<file path="src/rtl/por_pkg.sv">
// Shared constants for the positional ordered list unit.
// No dependencies; used by the interfaces and the top level.
package por_pkg;

    localparam int CAPACITY = 32;
    localparam int IDX_W    = $clog2(CAPACITY);
    localparam int CNT_W    = $clog2(CAPACITY + 1);
    localparam int DATA_W   = 32;
    localparam int ACT_W    = 3;
    localparam int POS_W    = 6;
    localparam int STAT_W   = 2;

    localparam logic [ACT_W-1:0] ACT_INS_FRONT = 3'd0;
    localparam logic [ACT_W-1:0] ACT_INS_BACK  = 3'd1;
    localparam logic [ACT_W-1:0] ACT_INS_POS   = 3'd2;
    localparam logic [ACT_W-1:0] ACT_DEL_POS   = 3'd3;
    localparam logic [ACT_W-1:0] ACT_READ_OUT  = 3'd4;

    localparam logic [STAT_W-1:0] ST_OK    = 2'd0;
    localparam logic [STAT_W-1:0] ST_FULL  = 2'd1;
    localparam logic [STAT_W-1:0] ST_RANGE = 2'd2;
    localparam logic [STAT_W-1:0] ST_EMPTY = 2'd3;

endpackage

</file>
<file path="src/rtl/por_if.sv">
// Request and response channel interfaces of the positional ordered list unit.
// Depends on por_pkg for field widths.
interface por_req_if;
    logic                             valid;
    logic                             ready;
    logic [por_pkg::ACT_W-1:0]        action;
    logic [por_pkg::POS_W-1:0]        position;
    logic signed [por_pkg::DATA_W-1:0] value;

    modport source (output valid, action, position, value, input ready);
    modport sink   (input valid, action, position, value, output ready);
endinterface

interface por_rsp_if;
    logic                              valid;
    logic                              ready;
    logic [por_pkg::STAT_W-1:0]        status;
    logic signed [por_pkg::DATA_W-1:0] item_value;
    logic [por_pkg::POS_W-1:0]         item_position;
    logic [por_pkg::POS_W-1:0]         length;
    logic                              last;

    modport source (output valid, status, item_value, item_position, length, last,
                    input ready);
    modport sink   (input valid, status, item_value, item_position, length, last,
                    output ready);
endinterface

</file>
<file path="src/rtl/positional_ordered_list_unit.sv">
// Top level of the positional ordered list unit; depends on por_pkg and por_if.
// An insert shifts the later entries toward the back, then writes the new value into its slot;
// a delete shifts the later entries toward the front. Read-out returns the elements in order,
// one response each, and issues the next read only after the previous response is taken.
// Reset (synchronous, active low) empties the list; the store itself is not cleared.
module positional_ordered_list_unit (
    input  logic           i_clk,
    input  logic           i_rst_n,
    por_req_if.sink        i_req,
    por_rsp_if.source      o_rsp
);

    // Sequencer states.
    localparam logic [2:0] S_IDLE = 3'd0;
    localparam logic [2:0] S_UP   = 3'd1; // shift entries toward the back
    localparam logic [2:0] S_PUT  = 3'd2; // write the new value into its slot
    localparam logic [2:0] S_DN   = 3'd3; // shift entries toward the front
    localparam logic [2:0] S_RD   = 3'd4; // issue a read-out access
    localparam logic [2:0] S_RW   = 3'd5; // capture read-out data

    // Element store: one synchronous memory, one write and one registered read a cycle.
    logic [por_pkg::DATA_W-1:0] r_mem [por_pkg::CAPACITY];
    logic [por_pkg::DATA_W-1:0] r_rd_data;

    logic [2:0]                 r_state;
    logic [por_pkg::CNT_W-1:0]  r_count;
    logic [por_pkg::IDX_W-1:0]  r_ptr;    // address of the next read
    logic [por_pkg::IDX_W-1:0]  r_end;    // last read address of a shift, or insert slot
    logic                       r_rd_act; // reads of a shift still to issue
    logic                       r_pend;   // read data waits to be written back
    logic [por_pkg::IDX_W-1:0]  r_wa;
    logic [por_pkg::DATA_W-1:0] r_val;

    logic                        r_out_valid;
    logic [por_pkg::STAT_W-1:0]  r_out_status;
    logic [por_pkg::DATA_W-1:0]  r_out_item;
    logic [por_pkg::POS_W-1:0]   r_out_pos;
    logic [por_pkg::POS_W-1:0]   r_out_len;
    logic                        r_out_last;

    logic                        w_we;
    logic [por_pkg::IDX_W-1:0]   w_wa;
    logic [por_pkg::DATA_W-1:0]  w_wd;
    logic                        w_re;
    logic                        w_acc;
    logic                        w_take;
    logic [por_pkg::CNT_W:0]     w_cnt_p1;
    logic [por_pkg::IDX_W-1:0]   w_pos_idx;
    logic [por_pkg::IDX_W-1:0]   w_cnt_idx;
    logic [por_pkg::IDX_W-1:0]   w_last_idx;
    logic [por_pkg::IDX_W-1:0]   w_ins_idx;
    logic                        w_pos_zero;

    assign w_acc  = i_req.valid && i_req.ready;
    assign w_take = o_rsp.valid && o_rsp.ready;

    // A new request is taken only when the sequencer is idle and the response slot is free.
    assign i_req.ready = (r_state == S_IDLE) && !r_out_valid;

    assign o_rsp.valid         = r_out_valid;
    assign o_rsp.status        = r_out_status;
    assign o_rsp.item_value    = r_out_item;
    assign o_rsp.item_position = r_out_pos;
    assign o_rsp.length        = r_out_len;
    assign o_rsp.last          = r_out_last;

    assign w_cnt_p1   = {1'b0, r_count} + 1'b1;
    assign w_pos_zero = (i_req.position == '0);
    assign w_pos_idx  = por_pkg::IDX_W'(i_req.position - 1'b1);
    assign w_cnt_idx  = r_count[por_pkg::IDX_W-1:0];
    assign w_last_idx = por_pkg::IDX_W'(r_count - 1'b1);

    always_comb begin
        case (i_req.action)
            por_pkg::ACT_INS_FRONT: w_ins_idx = '0;
            por_pkg::ACT_INS_BACK:  w_ins_idx = w_cnt_idx;
            default:                w_ins_idx = w_pos_idx;
        endcase
    end

    // Write port: pending shift data, or the inserted value at the end of an insert.
    always_comb begin
        w_we = 1'b0;
        w_wa = r_wa;
        w_wd = r_rd_data;
        if ((r_state == S_UP || r_state == S_DN) && r_pend) begin
            w_we = 1'b1;
        end else if (r_state == S_PUT) begin
            w_we = 1'b1;
            w_wa = r_end;
            w_wd = r_val;
        end
    end

    assign w_re = ((r_state == S_UP || r_state == S_DN) && r_rd_act)
                  || (r_state == S_RD && !r_out_valid);

    always_ff @(posedge i_clk) begin
        if (w_we) begin
            r_mem[w_wa] <= w_wd;
        end
        if (w_re) begin
            r_rd_data <= r_mem[r_ptr];
        end
    end

    always_ff @(posedge i_clk) begin
        if (!i_rst_n) begin
            r_state     <= S_IDLE;
            r_count     <= '0;
            r_rd_act    <= 1'b0;
            r_pend      <= 1'b0;
            r_out_valid <= 1'b0;
        end else begin
            if (w_take) begin
                r_out_valid <= 1'b0;
            end
            case (r_state)
                S_IDLE: begin
                    if (w_acc) begin
                        r_out_item <= '0;
                        r_out_pos  <= '0;
                        r_out_last <= 1'b1;
                        r_val      <= i_req.value;
                        case (i_req.action)
                            por_pkg::ACT_INS_FRONT, por_pkg::ACT_INS_BACK,
                            por_pkg::ACT_INS_POS: begin
                                if (r_count == por_pkg::CNT_W'(por_pkg::CAPACITY)) begin
                                    r_out_status <= por_pkg::ST_FULL;
                                    r_out_len    <= r_count;
                                    r_out_valid  <= 1'b1;
                                end else if (i_req.action == por_pkg::ACT_INS_POS &&
                                             (w_pos_zero ||
                                              {1'b0, i_req.position} > w_cnt_p1)) begin
                                    r_out_status <= por_pkg::ST_RANGE;
                                    r_out_len    <= r_count;
                                    r_out_valid  <= 1'b1;
                                end else begin
                                    r_end <= w_ins_idx;
                                    if (w_ins_idx == w_cnt_idx) begin
                                        r_state <= S_PUT;
                                    end else begin
                                        r_ptr    <= w_last_idx;
                                        r_rd_act <= 1'b1;
                                        r_pend   <= 1'b0;
                                        r_state  <= S_UP;
                                    end
                                end
                            end
                            por_pkg::ACT_DEL_POS: begin
                                if (r_count == '0) begin
                                    r_out_status <= por_pkg::ST_EMPTY;
                                    r_out_len    <= r_count;
                                    r_out_valid  <= 1'b1;
                                end else if (w_pos_zero || i_req.position > r_count) begin
                                    r_out_status <= por_pkg::ST_RANGE;
                                    r_out_len    <= r_count;
                                    r_out_valid  <= 1'b1;
                                end else if (w_pos_idx == w_last_idx) begin
                                    // Removing the tail moves nothing.
                                    r_count      <= r_count - 1'b1;
                                    r_out_len    <= r_count - 1'b1;
                                    r_out_status <= por_pkg::ST_OK;
                                    r_out_valid  <= 1'b1;
                                end else begin
                                    r_ptr    <= w_pos_idx + 1'b1;
                                    r_end    <= w_last_idx;
                                    r_rd_act <= 1'b1;
                                    r_pend   <= 1'b0;
                                    r_state  <= S_DN;
                                end
                            end
                            por_pkg::ACT_READ_OUT: begin
                                if (r_count == '0) begin
                                    r_out_status <= por_pkg::ST_EMPTY;
                                    r_out_len    <= r_count;
                                    r_out_valid  <= 1'b1;
                                end else begin
                                    r_ptr   <= '0;
                                    r_state <= S_RD;
                                end
                            end
                            default: begin
                                r_out_status <= por_pkg::ST_OK;
                                r_out_len    <= r_count;
                                r_out_valid  <= 1'b1;
                            end
                        endcase
                    end
                end
                S_UP, S_DN: begin
                    // Each read is written back in the cycle after it is issued; read and write
                    // addresses never meet, so no forwarding is needed.
                    if (r_rd_act) begin
                        r_pend <= 1'b1;
                        if (r_state == S_UP) begin
                            r_wa <= r_ptr + 1'b1;
                        end else begin
                            r_wa <= r_ptr - 1'b1;
                        end
                        if (r_ptr == r_end) begin
                            r_rd_act <= 1'b0;
                        end else if (r_state == S_UP) begin
                            r_ptr <= r_ptr - 1'b1;
                        end else begin
                            r_ptr <= r_ptr + 1'b1;
                        end
                    end else begin
                        r_pend <= 1'b0;
                        if (r_pend && r_state == S_DN) begin
                            r_count      <= r_count - 1'b1;
                            r_out_len    <= r_count - 1'b1;
                            r_out_status <= por_pkg::ST_OK;
                            r_out_valid  <= 1'b1;
                            r_state      <= S_IDLE;
                        end else if (r_pend) begin
                            r_state <= S_PUT;
                        end
                    end
                end
                S_PUT: begin
                    r_count      <= r_count + 1'b1;
                    r_out_len    <= r_count + 1'b1;
                    r_out_status <= por_pkg::ST_OK;
                    r_out_valid  <= 1'b1;
                    r_state      <= S_IDLE;
                end
                S_RD: begin
                    if (!r_out_valid) begin
                        r_state <= S_RW;
                    end
                end
                S_RW: begin
                    r_out_status <= por_pkg::ST_OK;
                    r_out_item   <= r_rd_data;
                    r_out_pos    <= por_pkg::POS_W'(r_ptr) + 1'b1;
                    r_out_len    <= r_count;
                    r_out_last   <= (r_ptr == w_last_idx);
                    r_out_valid  <= 1'b1;
                    if (r_ptr == w_last_idx) begin
                        r_state <= S_IDLE;
                    end else begin
                        r_ptr   <= r_ptr + 1'b1;
                        r_state <= S_RD;
                    end
                end
                default: begin
                    r_state <= S_IDLE;
                end
            endcase
        end
    end

endmodule
</file>
<file path="src/flat_wrapper.sv">
// flat-port wrapper written by rule: the top's interface ports become plain ports
module positional_ordered_list_unit_flat 
  (i_clk, i_rst_n, i_req_valid, i_req_action, i_req_position, i_req_value, i_req_ready, o_rsp_valid, o_rsp_status, o_rsp_item_value, o_rsp_item_position, o_rsp_length, o_rsp_last, o_rsp_ready);
  por_req_if i_req_i ();
  por_rsp_if o_rsp_i ();
  input  logic i_clk;
  input  logic i_rst_n;
  input wire logic [$bits(i_req_i.valid)-1:0] i_req_valid;
  input wire logic [$bits(i_req_i.action)-1:0] i_req_action;
  input wire logic [$bits(i_req_i.position)-1:0] i_req_position;
  input wire logic [$bits(i_req_i.value)-1:0] i_req_value;
  output wire logic [$bits(i_req_i.ready)-1:0] i_req_ready;
  output wire logic [$bits(o_rsp_i.valid)-1:0] o_rsp_valid;
  output wire logic [$bits(o_rsp_i.status)-1:0] o_rsp_status;
  output wire logic [$bits(o_rsp_i.item_value)-1:0] o_rsp_item_value;
  output wire logic [$bits(o_rsp_i.item_position)-1:0] o_rsp_item_position;
  output wire logic [$bits(o_rsp_i.length)-1:0] o_rsp_length;
  output wire logic [$bits(o_rsp_i.last)-1:0] o_rsp_last;
  input wire logic [$bits(o_rsp_i.ready)-1:0] o_rsp_ready;
  assign i_req_i.valid = i_req_valid;
  assign i_req_i.action = i_req_action;
  assign i_req_i.position = i_req_position;
  assign i_req_i.value = i_req_value;
  assign i_req_ready = i_req_i.ready;
  assign o_rsp_valid = o_rsp_i.valid;
  assign o_rsp_status = o_rsp_i.status;
  assign o_rsp_item_value = o_rsp_i.item_value;
  assign o_rsp_item_position = o_rsp_i.item_position;
  assign o_rsp_length = o_rsp_i.length;
  assign o_rsp_last = o_rsp_i.last;
  assign o_rsp_i.ready = o_rsp_ready;
  positional_ordered_list_unit u_core (.i_clk(i_clk), .i_rst_n(i_rst_n), .i_req(i_req_i), .o_rsp(o_rsp_i));
endmodule
</file>
<file path="config.mk">
export PLATFORM = sky130hd
export DESIGN_NAME = positional_ordered_list_unit_flat
export DESIGN_NICKNAME = d
export VERILOG_FILES = /design/src/rtl/por_pkg.sv /design/src/rtl/por_if.sv /design/src/rtl/positional_ordered_list_unit.sv /design/src/flat_wrapper.sv
export SDC_FILE = /design/constraint.sdc
export NUM_CORES = 1
export LEC_CHECK = 0
export BUFFER_PORTS_ARGS = -buffer_cell sky130_fd_sc_hd__clkbuf_2
export CAP_MARGIN = 20
export CORE_ASPECT_RATIO = 2
export CORE_MARGIN = 3
export CORE_UTILIZATION = 65
export CTS_BUF_LIST = sky130_fd_sc_hd__clkbuf_4 sky130_fd_sc_hd__clkbuf_8 sky130_fd_sc_hd__clkbuf_16
export CTS_CLUSTER_SIZE = 28
export DETAILED_ROUTE_END_ITERATION = 6
export PLACE_DENSITY = 0.82
export SYNTH_ARGS = -nofsm -noshare
export SYNTH_HDL_FRONTEND = slang
export SYNTH_SLANG_ARGS = --single-unit
</file>
<file path="constraint.sdc">
create_clock -name i_clk -period 11.38 [get_ports i_clk]
set_input_delay 1.138 -clock i_clk [delete_from_list [all_inputs] [get_ports i_clk]]
set_output_delay 1.138 -clock i_clk [all_outputs]
set_load 0.005 [all_outputs]
</file>
After elaboration in Yosys (flattened, before gate mapping)

Memory sizes are Yosys's and may differ from the RTL's. A register that Yosys moved wholly into a read port is not among the register bits.
Index checks and enable logic that the tools add are counted.

Register bits: 106
Bits in latches: 0
Bits in writable memories: 1024
Bits in read-only memories: 0
Input port bits: 45
Output and inout port bits: 49
Logic and storage cells: 216
Memories kept: 1

Memories:

| name         | depth | bits a word | rd ports | clocked after Yosys merged registers in | wr ports | line                               | source |
|---|---|---|---|---|---|---|---|
| u_core.r_mem | 32    | 32          | 1        | 1                                       | 1        | positional_ordered_list_unit.sv:22 | `logic [por_pkg::DATA_W-1:0] r_mem [por_pkg::CAPACITY];` |

Add/subtract/negate cells: 8
$mul: 0
Divide/modulo/power cells: 0
Order comparisons: 2
Equal/unequal tests: 43
Shifts and indexed selects: 0
Muxes and demuxes: 111
Bitwise operators: 0
Reductions and logical operators: 37

Operators with widths:

| cell                  | number |
|---|---|
| $mux W5               | 20 |
| $mux W32              | 3 |
| $mux W6               | 14 |
| $pmux W32 S2          | 1 |
| $mux W3               | 12 |
| $pmux W6 S3           | 2 |
| $mux W1               | 32 |
| $pmux W5 S3           | 2 |
| $ne A3 B3 Y1 const B  | 9 |
| $ne A2 B2 Y1 const B  | 13 |
| $pmux W6 S4           | 1 |
| $reduce_and A8 Y1     | 3 |
| $eq A5 B5 Y1          | 4 |
| $mux W2               | 10 |
| $pmux W5 S2           | 2 |
| $reduce_and A9 Y1     | 2 |
| $reduce_and A14 Y1    | 1 |
| $eq A3 B2 Y1 const B  | 4 |
| $logic_not A6 Y1      | 2 |
| $pmux W2 S3           | 2 |
| $pmux W3 S4           | 1 |
| $pmux W6 S2           | 1 |
| $reduce_and A11 Y1    | 1 |
| $add A5 B1 Y5 const B | 2 |
| other kinds (27)      | 57 |

Depth between registers and ports, before layout

Depth after elaboration: 9
Mapped depth: 13
Depth with buffers taken out: 11

Worst setup path before layout

Ideal clock, no wire load.

Kind: register to register
Start: register u_core.r_state[0]
End: register u_core.r_rd_data[0] (netlist bit), read port of u_core.r_mem, enable pin
Library setup time: 470 ps
Arrival time: 3371 ps
Required time: 10910 ps
Path slack: 7539 ps
Cell stages (with the launch flop): 6
Buffers on the path: 2
Period minus slack after synthesis: 3841 ps
Path through: dfxtp_1 -> buf_6 -> inv_1 -> clkbuf_1 -> nand2_1 -> o31ai_1

Longest elaborated chain between the ends: 4
Elaborated cells on any way between the ends: 7
Those cells by class: eq/ne: 3; reduce/logical: 4

Ends and longest elaborated chain:

| what                                                | line                                | source |
|---|---|---|
| start: declaration                                  | positional_ordered_list_unit.sv:25  | `logic [2:0] r_state;` |
| start signal: assignment                            | positional_ordered_list_unit.sv:109 | `r_state <= S_IDLE;` |
| start signal: assignment                            | positional_ordered_list_unit.sv:141 | `r_state <= S_PUT;` |
| start signal: assignment                            | positional_ordered_list_unit.sv:146 | `r_state <= S_UP;` |
| $eq A3 B1 Y1 / $eq A3 B2 Y1 (equally long branches) | positional_ordered_list_unit.sv:95  | `assign w_re = ((r_state == S_UP \|\| r_state == S_DN) && r_rd_act)` |
| $logic_or A1 B1 Y1                                  | positional_ordered_list_unit.sv:95  |  |
| $logic_and A1 B1 Y1                                 | positional_ordered_list_unit.sv:95  |  |
| $logic_or A1 B1 Y1 *                                | positional_ordered_list_unit.sv:96  | `\|\| (r_state == S_RD && !r_out_valid);` |
| via u_core.w_re                                     | positional_ordered_list_unit.sv:44  | `logic w_re;` |
| end: declaration                                    | positional_ordered_list_unit.sv:23  | `logic [por_pkg::DATA_W-1:0] r_rd_data;` |

Mark *: on every way through the listed nets, which the timed path passes. The rest lies on a longest branch.
A chain may end at the register's enable or synchronous reset.

==> impl_results.md <==
- Commonest non-fill, non-tap cell in the layout: edfxtp_1
- Die Ht: 383.5 um
- DIE WIDTH: 194.8 um
- DRC violations left: 2
- Min cycle time layout: 4.376 ns
- Clock Path Buffers: 3
- Root Driver: clkbuf_16
- Cell taking the most area after synthesis: edfxtp_1
- Critical Path Fanout Max: 127
- Final ANT Viol Nets: 0
- Most frequent cells in the layout: edfxtp_1, mux4_2, nand2_1, clkbuf_16, clkbuf_2
- Gr usage total: 36.61%
- Syn Nets: 2,285
- Status: finished, violations left
- First-pass GRT wire length: 190,400 um
- Post-CTS setup buffer count: 0
- Fin. max-slew vios: 0
- Avg Cell Area, Syn: 20.81 um2
- Fin crit share: 38.45%
- I/O pins: 94
- Share of cells above drive strength 1: 30.62%
- Setup TNS: 0 ns
- Startpoint types: flip-flop
- CP max-delay cell: buf_4
- Dominant delay contributor by cell family on the critical path: buffers and inverters
- Number of global-route vias before repair: 25,100
- RSZ-0062 raised after global routing: no
- Clock slew at reported path FFs: 0.07 ns
- Hold_buf cts: 0
- # port buffers: 93
- Final hold vios: 0
- Post-synth top flop: edfxtp_1
- Setup crit end kind: flip-flop
- Initial antenna violation count: 2
- Relative slew slack: 18.49%
- Async S/R FF share, synth: 0%
- Pwr Total: 0.01280 W
- Post-synth EDFFs: 1,150
- Cell Rows: 137
- Reg2Reg Setup Slack: 7.00 ns
- CTS Buf Count: 94
- CTS tree: done
- CTS-repair resized insts: 0
- Synthesized cell area: 46,320 um2
- Die Footprint: 74,700 um2
- Post-synth top area share: 74.55%
- Slew at the pin with the worst max-slew slack: 1.223 ns
- Pleak: 16.79 nW
- MaxCap Viol Count: 0
- Hold Path Class: flip-flop to flip-flop
- Max Fclk: 228.5 MHz
- Worst-Skew Late Latency: 0.70 ns
- Hpwl dp: 78,290 um
- NumNets Final: 2,440
- CP Data Required Time: 11.83 ns
- Core area: 70,110 um2
- Crit path kind: flip-flop to flip-flop
- Gr ovfl total: 0
- Synth-to-layout area growth: 12.48%
- H-tree Lvls: 3
- Total number of vias: 25,220
- Synth top area cells: edfxtp_1, mux4_2, nand2_1, mux2_2, nor2_1
- Largest stage delay, worst path: 0.83 ns
- Starting Density: 66.07%
- Power per cell area: 245.7 nW/um2
- Yosys cell types: 74
- YS warnings: 0
- DRT Pass-1 Iters: 7
- RePlAce Congestion: 1.007
- Peak supply drop: 0.1965 mV
- Syn Inst Count: 2,226
- Fin Clk Skew: 0.03603 ns
- Synthesized flop and latch total: 1,162
- Crit-path cells: buf_4 > buf_12 > buf_4 > mux4_2 > mux4_2 > mux2_2
- Routed wire length: 138,800 um
- Setup violations, final: 0
- Seq/Total Area, Yosys: 75.07%
- Largest net degree at the start of global routing: 130
- Initial DRC Count: 3,717
- CTS Sinks: 1,162
- Vias/cell: 7.499
- Buf+Inv Stages, Crit Path: 3
- Routed len/inst: 41.26 um
- Worst EP arrival: 4.83 ns
- Violated checks: design-rule violations
per-layer routing:
| layer | routed length [um] | track usage (%) |
|---|---|---|
| met5 | 0 | 0 |
| met4 | 12390 | 25.06 |
| met3 | 13830 | 6.783 |
| met2 | 72130 | 61.88 |
| met1 | 40400 | 42.89 |
area by class of cell:
type,count,area [um2]
Tap cell,903,1130
Inverter,20,75.07
Antenna cell,1,2.502
Timing Repair Buffer,184,1742
Fill cell,3636,18000
Clock buffer,113,2530
Sequential cell,1162,34770
Clock inverter,61,641.9
Multi-Input combinational cell,919,11210
logic make-up after synthesis:
family	count (synthesis)	share of synthesized area, %
flip-flops	1162	75.07
multiplexers	362	16.55
AND/OR/NAND/NOR	358	3.717
AO/OA/AOI/OAI	145	2.199
buffers and inverters	145	1.313
XOR/XNOR	40	0.7725
adder cells (fa/ha/maj)	14	0.3782
power breakdown:
part	switching (W)	internal (W)	total, W
clock	0.00157	0.00184	0.00340
combinational	0.00248	0.00142	0.00390
sequential	0.000121	0.00537	0.00550
total	0.00417	0.00863	0.0128
worst reg2reg max path: stages (launching register included):
cell and delay, ns:
edfxtp_1 0.33, buf_4 0.42, buf_12 0.65, buf_4 1.15, mux4_2 0.73, mux4_2 0.58
mux2_2 0.31
Yosys cell counts, types with 10 or more instances:
library cell     n
edfxtp_1      1150
mux4_2         320
nand2_1        158
nor2_1          77
clkbuf_1        75
and3_1          39
mux2_2          32
o21ai_0         31
xnor2_1         31
buf_2           30
a21oi_1         26
nand3_1         22
inv_1           18
buf_1           16
o22ai_1         16
ha_1            14
dfxtp_1         12
nor3_1          12
mux2i_1         10
worst paths after layout:
kind / cells past startpoint / end / start
setup / recovery: 6 / u_core.r_rd_data[1]$_DFFE_PP_ / u_core.r_ptr[0]$_DFFE_PP_
setup reg to reg: 6 / u_core.r_rd_data[1]$_DFFE_PP_ / u_core.r_ptr[0]$_DFFE_PP_
hold reg to reg: 1 / u_core.o_rsp.item_value[21]$_SDFFCE_PN0P_ / u_core.r_rd_data[21]$_DFFE_PP_
hold / removal: 1 / u_core.o_rsp.item_value[21]$_SDFFCE_PN0P_ / u_core.r_rd_data[21]$_DFFE_PP_
per-stage QoR:
| step | instance area (um2) | std cells | worst slack, ns | utilization, % | hold WS, ns |
|---|---|---|---|---|---|
| 2_1_floorplan | 46320 | 2226 | 7.539 | - | 0.5125 |
| 5_1_grt | 52100 | 3362 | 6.736 | 74.32 | 0.5909 |
| 6_report | 52110 | 3363 | 7.004 | 74.32 | 0.5947 |
| 4_1_cts | 51670 | 3342 | 6.762 | 73.70 | 0.5799 |
| 3_5_place_dp | 48500 | 3168 | 6.771 | 69.18 | 0.5715 |
| 3_3_place_gp | 48080 | 3151 | 6.774 | 68.59 | 0.5697 |
sequential cells by signal, summed over array words and instances (netlist names), 2 cells and up:
name,count
u_core.o_rsp.length,6
u_core.r_wa,5
u_core.o_rsp.item_value,32
u_core.r_count,6
u_core.r_ptr,5
u_core.r_val,32
u_core.o_rsp.status,2
u_core.r_end,5
u_core.o_rsp.item_position,6
u_core.r_state,3
u_core.r_rd_data,32
u_core.r_mem,1024
Note: power is estimated with default switching activity, not from simulation.
